## src/rtl/tpf_pkg.sv

```systemverilog
// Shared types, codes and constants of the touch position filter.
package tpf_pkg;

  // Field and register widths
  localparam int WS_W      = 7;
  localparam int LIMIT_W   = 24;
  localparam int RD_W      = 8;
  localparam int PX_W      = 8;
  localparam int PY_W      = 9;
  localparam int EV_W      = 2;
  localparam int CNT_W     = 7;
  localparam int SQ_W      = 16;
  localparam int PROD_W    = 15;
  localparam int CFG_IDX_W = 1;

  // Configuration register indexes and reset values
  localparam logic [CFG_IDX_W-1:0] CFG_WINDOW = 1'd0;
  localparam logic [CFG_IDX_W-1:0] CFG_LIMIT  = 1'd1;
  localparam logic [WS_W-1:0]      WS_RESET    = 7'd8;
  localparam logic [LIMIT_W-1:0]   LIMIT_RESET = 24'd4000;
  localparam int                   MAX_SAMPLES_DEF = 64;

  // Arithmetic constants
  localparam logic [LIMIT_W-1:0] DEV_MAX     = 24'hFFFFFF;
  localparam logic [RD_W-1:0]    BAD_READING = 8'hFF;
  localparam logic [8:0]         X_OFFSET    = 9'd23;
  localparam logic [8:0]         X_TOP       = 9'd262;  // 239 + offset
  localparam logic [PX_W-1:0]    X_MAX       = 8'd239;
  localparam logic [RD_W-1:0]    Y_BASE      = 8'd240;
  localparam logic [PY_W-1:0]    Y_MAX       = 9'd319;
  // floor(10*a/9) == (a * RECIP_10_9) >> RECIP_SH, exact for a <= 255
  localparam logic [15:0]        RECIP_10_9  = 16'd36410;
  localparam int                 RECIP_SH    = 15;

  // Divider geometry
  localparam int DIV_W     = 24;
  localparam int DIVR_W    = 7;
  localparam int DIV_BITS  = 2;
  localparam int DIV_STEPS = DIV_W / DIV_BITS;
  localparam int DIV_CNT_W = $clog2(DIV_STEPS);

  // Event codes
  localparam logic [EV_W-1:0] EV_NONE = 2'd0;
  localparam logic [EV_W-1:0] EV_DOWN = 2'd1;
  localparam logic [EV_W-1:0] EV_UP   = 2'd2;

  typedef enum logic [3:0] {
    S_IDLE,
    S_POS_CNT,
    S_POS_ACC,
    S_DIV_X,
    S_DIV_Y,
    S_POS_CHK,
    S_NORM1,
    S_NORM2,
    S_CONV,
    S_POS_CLOSE,
    S_PRES_CNT,
    S_PRES_CHK,
    S_EMIT
  } state_t;

  typedef enum logic [1:0] {
    DS_NUM_X,
    DS_NUM_Y,
    DS_SUM,
    DS_QUOT
  } div_src_t;

  typedef struct packed {
    logic     load;
    logic     pos_count;
    logic     pos_acc;
    logic     div_start;
    div_src_t div_src;
    logic     avg_x_wr;
    logic     avg_y_wr;
    logic     conv;
    logic     pos_close;
    logic     pres_step;
    logic     pres_close;
    logic     emit;
  } cmd_t;

  typedef struct packed {
    logic good;
    logic all_good;
    logic pos_due;
    logic pres_due;
    logic div_done;
  } sts_t;

endpackage

```

## src/rtl/touch_position_filter.sv

```systemverilog
// Touch position filter: windowed averaging, deviation check and pen presence.
// Presence items are counted and checked; a position item with a bad reading is counted
// and checked; a good one also runs two divides for the running averages, and two more
// normalise the deviation sum when it closes a window whose readings were all good.
// One item at a time; a finished result waits in the output register, a held one stalls it.
// Synchronous active-low reset: pen up, all accumulators and positions zero.
module touch_position_filter #(
  parameter int MAX_SAMPLES = tpf_pkg::MAX_SAMPLES_DEF
) (
  input  logic                          clk,
  input  logic                          rst_n,
  input  logic                          cfg_valid,
  output logic                          cfg_ready,
  input  logic [tpf_pkg::CFG_IDX_W-1:0] cfg_index,
  input  logic [tpf_pkg::LIMIT_W-1:0]   cfg_data,
  input  logic                          in_valid,
  output logic                          in_stall,
  input  logic                          in_op,
  input  logic                          in_pen_pin,
  input  logic [tpf_pkg::RD_W-1:0]      in_x_reading,
  input  logic [tpf_pkg::RD_W-1:0]      in_y_reading,
  output logic                          out_valid,
  input  logic                          out_stall,
  output logic [tpf_pkg::EV_W-1:0]      out_event_res,
  output logic                          out_position_updated,
  output logic [tpf_pkg::PX_W-1:0]      out_pos_x,
  output logic [tpf_pkg::PY_W-1:0]      out_pos_y,
  output logic                          out_pen_is_down
);
  import tpf_pkg::*;

  cmd_t cmd;
  sts_t sts;
  logic cfg_we;

  assign cfg_ready = 1'b1;
  assign cfg_we    = cfg_valid && cfg_ready;

  tpf_ctrl u_ctrl (
    .clk       (clk),
    .rst_n     (rst_n),
    .in_valid  (in_valid),
    .in_op     (in_op),
    .in_stall  (in_stall),
    .out_valid (out_valid),
    .out_stall (out_stall),
    .sts       (sts),
    .cmd       (cmd)
  );

  tpf_datapath #(
    .MAX_SAMPLES (MAX_SAMPLES)
  ) u_dp (
    .clk                  (clk),
    .rst_n                (rst_n),
    .cmd                  (cmd),
    .sts                  (sts),
    .cfg_we               (cfg_we),
    .cfg_index            (cfg_index),
    .cfg_data             (cfg_data),
    .in_op                (in_op),
    .in_pen_pin           (in_pen_pin),
    .in_x_reading         (in_x_reading),
    .in_y_reading         (in_y_reading),
    .out_event_res        (out_event_res),
    .out_position_updated (out_position_updated),
    .out_pos_x            (out_pos_x),
    .out_pos_y            (out_pos_y),
    .out_pen_is_down      (out_pen_is_down)
  );

endmodule

```

## src/rtl/tpf_div.sv

```systemverilog
// Iterative unsigned divider, two quotient bits per cycle.
module tpf_div (
  input  logic                       clk,
  input  logic                       rst_n,
  input  logic                       start,
  input  logic [tpf_pkg::DIV_W-1:0]  dividend,
  input  logic [tpf_pkg::DIVR_W-1:0] divisor,
  output logic [tpf_pkg::DIV_W-1:0]  quotient,
  output logic                       done
);
  import tpf_pkg::*;

  logic [DIVR_W-1:0]    rem_r, rem_nxt;
  logic [DIV_W-1:0]     quot_r, quot_nxt;
  logic [DIV_CNT_W-1:0] cnt_r, cnt_nxt;
  logic                 busy_r, busy_nxt;
  logic                 done_r, done_nxt;

  // Each step shifts two dividend bits into the remainder, one at a time, subtracting where it fits.
  always_comb begin
    logic [DIVR_W:0] part;
    logic [DIV_W-1:0] q;
    part = '0;
    q = quot_r;
    rem_nxt = rem_r;
    for (int i = 0; i < DIV_BITS; i++) begin
      part = {rem_nxt, q[DIV_W-1]};
      q = {q[DIV_W-2:0], 1'b0};
      if (part >= {1'b0, divisor}) begin
        part = part - {1'b0, divisor};
        q[0] = 1'b1;
      end
      rem_nxt = part[DIVR_W-1:0];
    end
    quot_nxt = q;
  end

  always_comb begin
    cnt_nxt  = cnt_r;
    busy_nxt = busy_r;
    done_nxt = done_r;
    if (start) begin
      cnt_nxt  = '0;
      busy_nxt = 1'b1;
      done_nxt = 1'b0;
    end else if (busy_r) begin
      cnt_nxt = cnt_r + 1'b1;
      if (cnt_r == DIV_CNT_W'(DIV_STEPS - 1)) begin
        busy_nxt = 1'b0;
        done_nxt = 1'b1;
      end
    end
  end

  always_ff @(posedge clk) begin
    if (!rst_n) begin
      cnt_r  <= '0;
      busy_r <= 1'b0;
      done_r <= 1'b0;
    end else begin
      cnt_r  <= cnt_nxt;
      busy_r <= busy_nxt;
      done_r <= done_nxt;
    end
  end

  always_ff @(posedge clk) begin
    if (start) begin
      rem_r  <= '0;
      quot_r <= dividend;
    end else if (busy_r) begin
      rem_r  <= rem_nxt;
      quot_r <= quot_nxt;
    end
  end

  assign quotient = quot_r;
  assign done     = done_r;

endmodule

```

## src/rtl/tpf_datapath.sv

```systemverilog
// Datapath: configuration, accumulators, divider and position conversion.
module tpf_datapath #(
  parameter int MAX_SAMPLES = tpf_pkg::MAX_SAMPLES_DEF
) (
  input  logic                          clk,
  input  logic                          rst_n,
  input  tpf_pkg::cmd_t                 cmd,
  output tpf_pkg::sts_t                 sts,
  input  logic                          cfg_we,
  input  logic [tpf_pkg::CFG_IDX_W-1:0] cfg_index,
  input  logic [tpf_pkg::LIMIT_W-1:0]   cfg_data,
  input  logic                          in_op,
  input  logic                          in_pen_pin,
  input  logic [tpf_pkg::RD_W-1:0]      in_x_reading,
  input  logic [tpf_pkg::RD_W-1:0]      in_y_reading,
  output logic [tpf_pkg::EV_W-1:0]      out_event_res,
  output logic                          out_position_updated,
  output logic [tpf_pkg::PX_W-1:0]      out_pos_x,
  output logic [tpf_pkg::PY_W-1:0]      out_pos_y,
  output logic                          out_pen_is_down
);
  import tpf_pkg::*;

  localparam logic [8:0] MAX_N = 9'(MAX_SAMPLES);

  logic [WS_W-1:0]    ws_r;
  logic [LIMIT_W-1:0] limit_r;

  logic               op_r, pin_r;
  logic [RD_W-1:0]    x_r, y_r;

  logic [RD_W-1:0]    avg_x_r, avg_y_r;
  logic [LIMIT_W-1:0] dev_sum_r;
  logic [CNT_W-1:0]   gc_r, psc_r, hc_r, prc_r;
  logic [PX_W-1:0]    stored_x_r;
  logic [PY_W-1:0]    stored_y_r;
  logic               pen_down_r;
  logic [EV_W-1:0]    ev_r;
  logic               upd_r;

  logic [SQ_W-1:0]    dx2_r, dy2_r;
  logic [PROD_W-1:0]  prod_x_r, prod_y_r;

  logic [CNT_W-1:0]   win_n;
  logic               good;
  logic [RD_W-1:0]    dx, dy;
  logic [LIMIT_W:0]   dev_add;
  logic [LIMIT_W-1:0] dev_sum_nxt;

  logic               div_start;
  logic [DIV_W-1:0]   div_dividend, div_q;
  logic               div_done;

  logic [23:0]        xprod;
  logic [8:0]         xq;
  logic [PX_W-1:0]    px;
  logic [RD_W-1:0]    yt;
  logic [9:0]         y3;
  logic [PY_W-1:0]    yh, py;

  // Window length: zero acts as one, clip at MAX_SAMPLES.
  always_comb begin
    if (ws_r == '0) begin
      win_n = CNT_W'(1);
    end else if ({2'b00, ws_r} > MAX_N) begin
      win_n = MAX_N[CNT_W-1:0];
    end else begin
      win_n = ws_r;
    end
  end

  assign good = !pin_r && (x_r != BAD_READING) && (y_r != BAD_READING);
  assign dx   = (avg_x_r > x_r) ? (avg_x_r - x_r) : (x_r - avg_x_r);
  assign dy   = (avg_y_r > y_r) ? (avg_y_r - y_r) : (y_r - avg_y_r);

  // Saturating deviation accumulate
  assign dev_add = {1'b0, dev_sum_r} + (LIMIT_W+1)'(dx2_r) + (LIMIT_W+1)'(dy2_r);
  assign dev_sum_nxt = dev_add[LIMIT_W] ? DEV_MAX : dev_add[LIMIT_W-1:0];

  always_comb begin
    case (cmd.div_src)
      DS_NUM_X: div_dividend = DIV_W'(prod_x_r) + DIV_W'(x_r);
      DS_NUM_Y: div_dividend = DIV_W'(prod_y_r) + DIV_W'(y_r);
      DS_SUM:   div_dividend = dev_sum_r;
      DS_QUOT:  div_dividend = div_q;
      default:  div_dividend = '0;
    endcase
  end

  assign div_start = cmd.div_start;

  tpf_div u_div (
    .clk      (clk),
    .rst_n    (rst_n),
    .start    (div_start),
    .dividend (div_dividend),
    .divisor  (gc_r),
    .quotient (div_q),
    .done     (div_done)
  );

  // X: floor(10*avg/9) - 23, clamped to the panel width
  assign xprod = 24'(avg_x_r) * 24'(RECIP_10_9);
  assign xq    = xprod[RECIP_SH +: 9];
  always_comb begin
    if (xq < X_OFFSET) begin
      px = '0;
    end else if (xq > X_TOP) begin
      px = X_MAX;
    end else begin
      px = PX_W'(xq - X_OFFSET);
    end
  end

  // Y: (240 - avg) * 3 / 2, clamped to the panel height
  assign yt = Y_BASE - avg_y_r;
  assign y3 = {2'b00, yt} + {1'b0, yt, 1'b0};
  assign yh = y3[9:1];
  always_comb begin
    if (avg_y_r > Y_BASE) begin
      py = '0;
    end else if (yh > Y_MAX) begin
      py = Y_MAX;
    end else begin
      py = yh;
    end
  end

  always_ff @(posedge clk) begin
    if (!rst_n) begin
      ws_r       <= WS_RESET;
      limit_r    <= LIMIT_RESET;
      avg_x_r    <= '0;
      avg_y_r    <= '0;
      dev_sum_r  <= '0;
      gc_r       <= '0;
      psc_r      <= '0;
      hc_r       <= '0;
      prc_r      <= '0;
      stored_x_r <= '0;
      stored_y_r <= '0;
      pen_down_r <= 1'b0;
      ev_r       <= EV_NONE;
      upd_r      <= 1'b0;
    end else begin
      if (cfg_we) begin
        case (cfg_index)
          CFG_WINDOW: ws_r    <= cfg_data[WS_W-1:0];
          CFG_LIMIT:  limit_r <= cfg_data;
          default:    ;
        endcase
      end
      if (cmd.load) begin
        upd_r <= 1'b0;
        ev_r  <= EV_NONE;
      end
      if (cmd.pos_count) begin
        psc_r <= psc_r + 1'b1;
        if (good) begin
          gc_r <= gc_r + 1'b1;
        end
      end
      if (cmd.pos_acc) begin
        dev_sum_r <= dev_sum_nxt;
      end
      if (cmd.avg_x_wr) begin
        avg_x_r <= div_q[RD_W-1:0];
      end
      if (cmd.avg_y_wr) begin
        avg_y_r <= div_q[RD_W-1:0];
      end
      if (cmd.conv && (div_q < limit_r)) begin
        stored_x_r <= px;
        stored_y_r <= py;
        upd_r      <= 1'b1;
      end
      if (cmd.pos_close) begin
        avg_x_r   <= '0;
        avg_y_r   <= '0;
        dev_sum_r <= '0;
        gc_r      <= '0;
        psc_r     <= '0;
      end
      if (cmd.pres_step) begin
        hc_r  <= hc_r + CNT_W'(pin_r);
        prc_r <= prc_r + 1'b1;
      end
      if (cmd.pres_close) begin
        if (hc_r == prc_r) begin
          if (!pen_down_r) begin
            pen_down_r <= 1'b1;
            ev_r       <= EV_DOWN;
          end
        end else if (pen_down_r) begin
          pen_down_r <= 1'b0;
          ev_r       <= EV_UP;
        end
        hc_r  <= '0;
        prc_r <= '0;
      end
    end
  end

  // Payload registers: item fields, products, result
  always_ff @(posedge clk) begin
    if (cmd.load) begin
      op_r  <= in_op;
      pin_r <= in_pen_pin;
      x_r   <= in_x_reading;
      y_r   <= in_y_reading;
    end
    if (cmd.pos_count) begin
      dx2_r    <= SQ_W'(dx) * SQ_W'(dx);
      dy2_r    <= SQ_W'(dy) * SQ_W'(dy);
      prod_x_r <= PROD_W'(avg_x_r) * PROD_W'(gc_r);
      prod_y_r <= PROD_W'(avg_y_r) * PROD_W'(gc_r);
    end
    if (cmd.emit) begin
      out_event_res        <= ev_r;
      out_position_updated <= upd_r;
      out_pos_x            <= stored_x_r;
      out_pos_y            <= stored_y_r;
      out_pen_is_down      <= pen_down_r;
    end
  end

  always_comb begin
    sts.good     = good && !op_r;
    sts.all_good = (gc_r == psc_r);
    sts.pos_due  = (psc_r >= win_n);
    sts.pres_due = (prc_r >= win_n);
    sts.div_done = div_done;
  end

endmodule

```

## src/rtl/tpf_ctrl.sv

```systemverilog
// Controller state machine: sequences item handling and result hand-off.
module tpf_ctrl (
  input  logic          clk,
  input  logic          rst_n,
  input  logic          in_valid,
  input  logic          in_op,
  output logic          in_stall,
  output logic          out_valid,
  input  logic          out_stall,
  input  tpf_pkg::sts_t sts,
  output tpf_pkg::cmd_t cmd
);
  import tpf_pkg::*;

  state_t state_r, state_nxt;
  logic   out_valid_r, out_valid_nxt;
  logic   accept;
  logic   can_emit;

  assign in_stall = (state_r != S_IDLE);
  assign accept   = in_valid && (state_r == S_IDLE);
  assign can_emit = !out_valid_r || !out_stall;

  always_comb begin
    state_nxt = state_r;
    case (state_r)
      S_IDLE: begin
        if (accept) begin
          state_nxt = in_op ? S_PRES_CNT : S_POS_CNT;
        end
      end
      S_POS_CNT:   state_nxt = sts.good ? S_POS_ACC : S_POS_CHK;
      S_POS_ACC:   state_nxt = S_DIV_X;
      S_DIV_X:     if (sts.div_done) state_nxt = S_DIV_Y;
      S_DIV_Y:     if (sts.div_done) state_nxt = S_POS_CHK;
      S_POS_CHK: begin
        if (!sts.pos_due) begin
          state_nxt = S_IDLE;
        end else if (sts.all_good) begin
          state_nxt = S_NORM1;
        end else begin
          state_nxt = S_POS_CLOSE;
        end
      end
      S_NORM1:     if (sts.div_done) state_nxt = S_NORM2;
      S_NORM2:     if (sts.div_done) state_nxt = S_CONV;
      S_CONV:      state_nxt = S_POS_CLOSE;
      S_POS_CLOSE: state_nxt = S_EMIT;
      S_PRES_CNT:  state_nxt = S_PRES_CHK;
      S_PRES_CHK:  state_nxt = sts.pres_due ? S_EMIT : S_IDLE;
      S_EMIT:      if (can_emit) state_nxt = S_IDLE;
      default:     state_nxt = S_IDLE;
    endcase
  end

  always_comb begin
    cmd = '0;
    cmd.div_src = DS_NUM_X;
    cmd.load = accept;
    case (state_r)
      S_POS_CNT: cmd.pos_count = 1'b1;
      S_POS_ACC: begin
        cmd.pos_acc   = 1'b1;
        cmd.div_start = 1'b1;
        cmd.div_src   = DS_NUM_X;
      end
      S_DIV_X: begin
        if (sts.div_done) begin
          cmd.avg_x_wr  = 1'b1;
          cmd.div_start = 1'b1;
          cmd.div_src   = DS_NUM_Y;
        end
      end
      S_DIV_Y:   cmd.avg_y_wr = sts.div_done;
      S_POS_CHK: begin
        if (sts.pos_due && sts.all_good) begin
          cmd.div_start = 1'b1;
          cmd.div_src   = DS_SUM;
        end
      end
      S_NORM1: begin
        if (sts.div_done) begin
          cmd.div_start = 1'b1;
          cmd.div_src   = DS_QUOT;
        end
      end
      S_CONV:      cmd.conv       = 1'b1;
      S_POS_CLOSE: cmd.pos_close  = 1'b1;
      S_PRES_CNT:  cmd.pres_step  = 1'b1;
      S_PRES_CHK:  cmd.pres_close = sts.pres_due;
      S_EMIT:      cmd.emit       = can_emit;
      default:     ;
    endcase
  end

  // Hold the result until taken; a new one may load as the old one leaves.
  always_comb begin
    out_valid_nxt = out_valid_r;
    if (cmd.emit) begin
      out_valid_nxt = 1'b1;
    end else if (!out_stall) begin
      out_valid_nxt = 1'b0;
    end
  end

  always_ff @(posedge clk) begin
    if (!rst_n) begin
      state_r     <= S_IDLE;
      out_valid_r <= 1'b0;
    end else begin
      state_r     <= state_nxt;
      out_valid_r <= out_valid_nxt;
    end
  end

  assign out_valid = out_valid_r;

endmodule

```

## config.mk

```make
export PLATFORM = sky130hd
export DESIGN_NAME = touch_position_filter
export DESIGN_NICKNAME = d
export VERILOG_FILES = /design/src/rtl/tpf_pkg.sv /design/src/rtl/touch_position_filter.sv /design/src/rtl/tpf_div.sv /design/src/rtl/tpf_datapath.sv /design/src/rtl/tpf_ctrl.sv
export SDC_FILE = /design/constraint.sdc
export NUM_CORES = 1
export LEC_CHECK = 0
export ABC_AREA = 0
export BUFFER_PORTS_ARGS = -buffer_cell sky130_fd_sc_hd__buf_4
export CORE_MARGIN = 4
export CORE_UTILIZATION = 31
export DETAILED_ROUTE_END_ITERATION = 10
export GPL_TIMING_DRIVEN = 1
export SLEW_MARGIN = 15
export SYNTH_ARGS = -nofsm -noshare
export SYNTH_HDL_FRONTEND = slang
export SYNTH_SLANG_ARGS = --single-unit
```

## constraint.sdc

```tcl
create_clock -name clk -period 8.9 [get_ports clk]
set_input_delay 1.78 -clock clk [delete_from_list [all_inputs] [get_ports clk]]
set_output_delay 1.78 -clock clk [all_outputs]
set_load 0.005 [all_outputs]
```

==> qor.csv, run 1 <==
metric,value,unit
critical_path_arrival,7880,ps
yosysMostFrequentCell,inv_1,
powerDensity,416,nW/um^2
max-vdd-ir-drop,0.000515,V
coreArea,73600,sq um
cts_buffers,31,
drc_errors,0,
die_y,281,um
initialDrtViolationCount,1087,
yosys.area.top_type,ha_1,
htree_levels,1,
min-delay-start,u_dp.stored_y_r[4]$_SDFFE_PN0P_,
async_flop_share,0,%
fin_area,25800,sq um
fin_util,35.1,%
rsz0062_at_grt,no,
power.leakage,0.0119,uW
synth_ff_type,dfxtp_1,
wl_per_cell,15.9,um
max_freq,133,MHz
hold_depth,0,
insertion_delay,610,ps
area_growth,11.5,%
period_needed,7540,ps
cpLargestDelayFamily,adder cells,
path_class,reg2reg,
grt_max_degree,67,
tritoncts,done,
clock-root-buffer,clkbuf_16,
clk_pin_slew,70,ps
ys_seq_elements,261,
cts.repair.resized,0,
reg2reg_to,u_dp.dx2_r[15]$_DFFE_PN_,
diodes,0,
setup_violations,0,
gp_congestion,0.888,
antenna_found_initial,0,
hold_end,u_dp.out_pos_y[4]$_DFFE_PP_,
worstSetupEndpointType,register,
tightest_slew,1020,ps
drive_gt1_share,6.81,%
yosys-top-cells-area,"ha_1 17%, edfxtp_1 16%, fa_1 13%",
io_buffers,70,
die_w,281,um
crit_required,9240,ps
clock_path_buffers,3,
synth_cells,2542,
maxCapViolations,0,
dpl_cell_area,24800,sq um
floorplan.rows,99,
max_stage_delay,700,ps
hp-class,reg2reg,
hpwl,45300,um
ctsHoldBuffers,0,
maxSlewHeadroom,32.0,%
yosys_warnings,0,
overflow,0,
ant_nets,0,
synthTopCellsByCount,"320 x inv_1, 307 x ha_1, 262 x nor2_1, 229 x nand2_1, 159 x a21oi_1",
path_buf_inv,3,
io_pins,72,
grt_first_pass_wirelength,91200,um
nNetsFinal,3096,
cpMostUsedCell,fa_1,
synth_edf_count,123,
via_per_inst,4.82,
grt_usage,14.3,%
cts_sinks,261,
post_cts_buffers,0,
r2r-start,u_dp.avg_x_r[2]$_SDFFE_PP0P_,
syn_area,23200,sq um
maxSlewViolCount,0,
grt_pass1_vias,16900,
hold_violations,0,
drt-total-wl,57000,um
rr_worst_depth,25,
status,finished clean,
critPathSlowestCell,dfxtp_1,
critPathLaunchType,register,
synth.distinct_cells,81,
path_max_fanout,14,
period_share,84.7,%
finClkSkew,17.3,ps
syn_avg_cell_area,9.11,sq um
reg2reg_slack,1360,ps
via_count,17200,
fin_ws,1360,ps
die-area,79200,sq um
initial_utilization,31.5,%
synth-seq-area-share,27.9,%
dr.pass1.iters,5,
synth_top_area_share,16.6,%
place_ws,1420,ps
fin_setup_tns,0,ps
per-stage QoR:
| step | power, uW | hold WS [ps] | cells |
|---|---|---|---|
| after floorplan | 7940 | 400 | 2545 |
| after global placement | 9370 | 414 | 3516 |
| after detailed placement | 9410 | 418 | 3516 |
| after CTS | 10900 | 435 | 3574 |
| after global routing | 12000 | 446 | 3574 |
| final | 10700 | 434 | 3574 |
worst register-to-register path, cell delays in order, from the launching register on:
cell and delay (ps):
dfxtp_1 700, inv_1 190, ha_1 410, a21o_1 180, a21oi_1 320, o21ai_2 140, nand2_4 160, mux2i_1 270
o21ai_1 100, a21oi_1 180, xor2_1 600, nor2_1 200, fa_1 590, inv_1 50, fa_1 460, fa_1 510
fa_1 540, inv_1 40, ha_1 320, a21oi_1 220, nor2b_1 70, o21a_1 180, o21a_1 180, o21a_1 180
o41a_1 320, xor2_1 150
power breakdown:
| group | total, uW | internal (uW) | leakage, uW | switching (uW) |
|---|---|---|---|---|
| Combinational | 7120 | 3190 | 0.00911 | 3920 |
| Clock | 1360 | 811 | 0.000524 | 551 |
| Sequential | 2270 | 1940 | 0.00225 | 325 |
cells in the final DEF (no fill, tap or decap), drive strengths merged, types with 13 or more instances in the layout:
| cell | count |
|---|---|
| dfxtp | 138 |
| clkbuf | 39 |
| a21o | 57 |
| o21a | 24 |
| fa | 151 |
| nor2 | 264 |
| nand2 | 230 |
| and2 | 25 |
| nand4 | 25 |
| o21ai | 92 |
| mux2i | 44 |
| a21oi | 161 |
| and3 | 13 |
| xor2 | 63 |
| edfxtp | 123 |
| clkinv | 13 |
| buf | 91 |
| ha | 307 |
| nor2b | 27 |
| nand3 | 45 |
| a211oi | 13 |
| inv | 326 |
| o21bai | 17 |
| xnor2 | 117 |
| nor3 | 39 |
| nand2b | 22 |
layout make-up:
cell class / count / area [sq um]
tap: 959 / 1200
sequential: 261 / 6460
fill: 7517 / 47700
inverter: 327 / 1230
multi-input combinational: 1878 / 15200
clock buffer: 39 / 836
clock inverter: 19 / 243
timing repair buffer: 91 / 683
registers in the layout, summed over array words and instances (netlist names), 9 cells and up:
register / cells
u_dp.stored_y_r: 9
u_dp.dx2_r: 15
u_dp.dy2_r: 15
u_dp.prod_y_r: 15
u_dp.limit_r: 24
u_dp.dev_sum_r: 24
u_dp.prod_x_r: 15
u_dp.u_div.quotient: 24
u_dp.out_pos_y: 9
worst max path at each step:
stage                                 start                  endpoint  slack (ps)  depth (start not counted)
3_5_place_dp   u_dp.avg_x_r[2]$_SDFFE_PP0P_  u_dp.dx2_r[15]$_DFFE_PN_        1420                         25
3_3_place_gp   u_dp.avg_x_r[2]$_SDFFE_PP0P_  u_dp.dx2_r[15]$_DFFE_PN_        1530                         25
6_report       u_dp.avg_x_r[2]$_SDFFE_PP0P_  u_dp.dx2_r[15]$_DFFE_PN_        1360                         25
5_1_grt        u_dp.avg_x_r[2]$_SDFFE_PP0P_  u_dp.dx2_r[15]$_DFFE_PN_         880                         25
4_1_cts        u_dp.avg_x_r[2]$_SDFFE_PP0P_  u_dp.dx2_r[15]$_DFFE_PN_        1360                         25
2_1_floorplan  u_dp.avg_x_r[4]$_SDFFE_PP0P_  u_dp.dx2_r[15]$_DFFE_PN_        1910                         26
per-layer routing:
metal | up-vias | GRT usage [%] | share of wire [%]
met5 | - | 0 | 0
met4 | 0 | 2.60 | 1.8
met3 | 61 | 2.55 | 6.3
met2 | 364 | 22.7 | 44
met1 | 8156 | 20.6 | 48
li1 | 8658 | - | -
cell families after synthesis:
group	Yosys count	share of synthesized area, %
AO/OA/AOI/OAI	449	12.4
XOR/XNOR	180	6.84
adder cells (fa/ha/maj)	458	29.6
buffers and inverters	406	6.70
flip-flops	261	27.9
multiplexers	48	2.10
other	2	0.0324
AND/OR/NAND/NOR	738	14.5
No activity file was read; power rests on OpenSTA's default activity.
==> run 2: changes to the inputs <==
==> constraint.sdc (replaced) <==
create_clock -name clk -period 6.4 [get_ports clk]
set_input_delay 1.28 -clock clk [delete_from_list [all_inputs] [get_ports clk]]
set_output_delay 1.28 -clock clk [all_outputs]
set_load 0.005 [all_outputs]
==> qor.csv, run 2 (synthesis gave the netlist of run 1 again) <==
metric,value,unit
status,"complete, but fails checks",
violations,negative setup slack,
cts_buffers,34,
ant_nets,0,
period_needed,6400,ps
gp_congestion,0.872,
clk_pin_slew,60,ps
io_pins,72,
stdcell_count,3704,
fin_ws,-2.66,ps
wl_per_cell,15.4,um
mostFrequentLayoutCells,"303 x inv_1, 291 x ha_1, 252 x nor2_1",
hold_violations,0,
die_w,281,um
crit_required,6690,ps
floorplan.rows,99,
critical_path_arrival,6690,ps
hpwl,45500,um
max_freq,156,MHz
grt_usage,14.3,%
nNetsFinal,3225,
final_common_cell,inv_1,
grt_first_pass_wirelength,91600,um
cts_sinks,261,
multi_input_area,15700,sq um
tritoncts,done,
grt_max_degree,67,
period_share,100,%
layout.area.seq,6460,sq um
critPathLaunchType,register,
rsz0062_at_grt,yes,
maxSlewViolCount,0,
drt-total-wl,57100,um
io_buffers,70,
tightest_slew,1010,ps
setup_violations,1,
worstSetupEndpointType,register,
diodes,0,
antenna_found_initial,1,
path_max_fanout,8,
htree_levels,2,
initialDrtViolationCount,962,
die-area,79200,sq um
hp-class,reg2reg,
coreArea,73600,sq um
via_count,17700,
ctsHoldBuffers,0,
maxSlewHeadroom,31.8,%
grt_pass1_vias,17500,
dr.pass1.iters,5,
maxCapViolations,0,
die_y,281,um
insertion_delay,550,ps
finClkSkew,17.3,ps
nFillCells,7447,
area_growth,18.2,%
drc_errors,0,
via_per_inst,4.78,
dp_cells,3618,
initial_utilization,31.5,%
path_class,reg2reg,
clock_path_buffers,3,
clock-root-buffer,clkbuf_16,
drive_gt1_share,14.6,%
overflow,0,
-- run 2: cell count changes in the layout (fill, tap and decap cells not counted), moves of 12 or more --
cell and change:
inv_1 -17, a21oi_1 -12, ha_1 -16, ha_4 +14, inv_2 +16, buf_4 +119
-- run 2: metal layers --
metal / routed length [um] / track usage [%] / vias up / part of all wire (%)
li1: - / - / 8933 / -
met1: 27000 / 20.1 / 8325 / 47
met2: 25400 / 23.3 / 383 / 44
met3: 3710 / 2.43 / 64 / 6.5
met4: 996 / 3.14 / 0 / 1.7
met5: 0 / 0 / - / 0
-- run 2: path summary, 6_finish.rpt --
kind / slack [ps] / to / start / cells past startpoint
worst max-delay path: -3 / u_dp.dx2_r[15]$_DFFE_PN_ / u_dp.x_r[0]$_DFFE_PP_ / 26
worst min-delay path: 430 / u_dp.out_pos_y[3]$_DFFE_PP_ / u_dp.stored_y_r[3]$_SDFFE_PN0P_ / 0
worst max register to register: -3 / u_dp.dx2_r[15]$_DFFE_PN_ / u_dp.x_r[0]$_DFFE_PP_ / 26
worst min register to register: 430 / u_dp.out_pos_y[3]$_DFFE_PP_ / u_dp.stored_y_r[3]$_SDFFE_PN0P_ / 0
-- run 2: critical path, stage by stage, from the launching register on --
cell	delay, ps
edfxtp_1	360
ha_2	200
inv_2	40
fa_2	330
a21o_1	200
a21oi_2	170
o21ai_2	110
nand2_4	180
mux2i_4	270
xor2_2	290
buf_4	170
buf_4	120
nor2_4	50
fa_1	520
inv_2	40
fa_1	550
fa_1	440
fa_1	570
inv_2	50
ha_4	250
a21oi_4	160
nor2b_4	50
o21a_1	170
o21a_1	180
o21a_1	190
o41a_1	320
xor2_1	160
-- run 2: per-stage QoR --
stage / instance area [sq um] / hold slack [ps] / utilization [%] / setup WS (ps) / TNS (ps)
CTS: 26900 / 423 / 36.6 / -1.45 / -1.45
global route: 27400 / 433 / 37.2 / -294 / -777
finish: 27400 / 426 / 37.2 / -2.66 / -2.66
floorplan: 23400 / 400 / - / 2.07 / 0
global placement: 25700 / 413 / 35.0 / -20.9 / -20.9
detailed placement: 25700 / 411 / 35.0 / -69.4 / -140
-- run 2: area by class of cell --
type | count | share of cell area, %
Multi-Input combinational cell | 1878 | 57.2
Sequential cell | 261 | 23.6
Timing Repair Buffer | 217 | 6.08
Inverter | 327 | 4.50
Tap cell | 959 | 4.38
Clock buffer | 52 | 3.87
Clock inverter | 10 | 0.315
-- run 2: repair_timing --
action,4_1_cts,5_1_grt
pin swaps,8,65
buffers inserted,3,22
endpoints found under the setup margin,4,9
hold endpoints to repair,0,0
cloned,0,0
gates resized for setup,5,71
Power of run 2 is left out: the tool's default activity adds up to more than one toggle a clock period on the data nets, which glitch-free logic cannot reach.
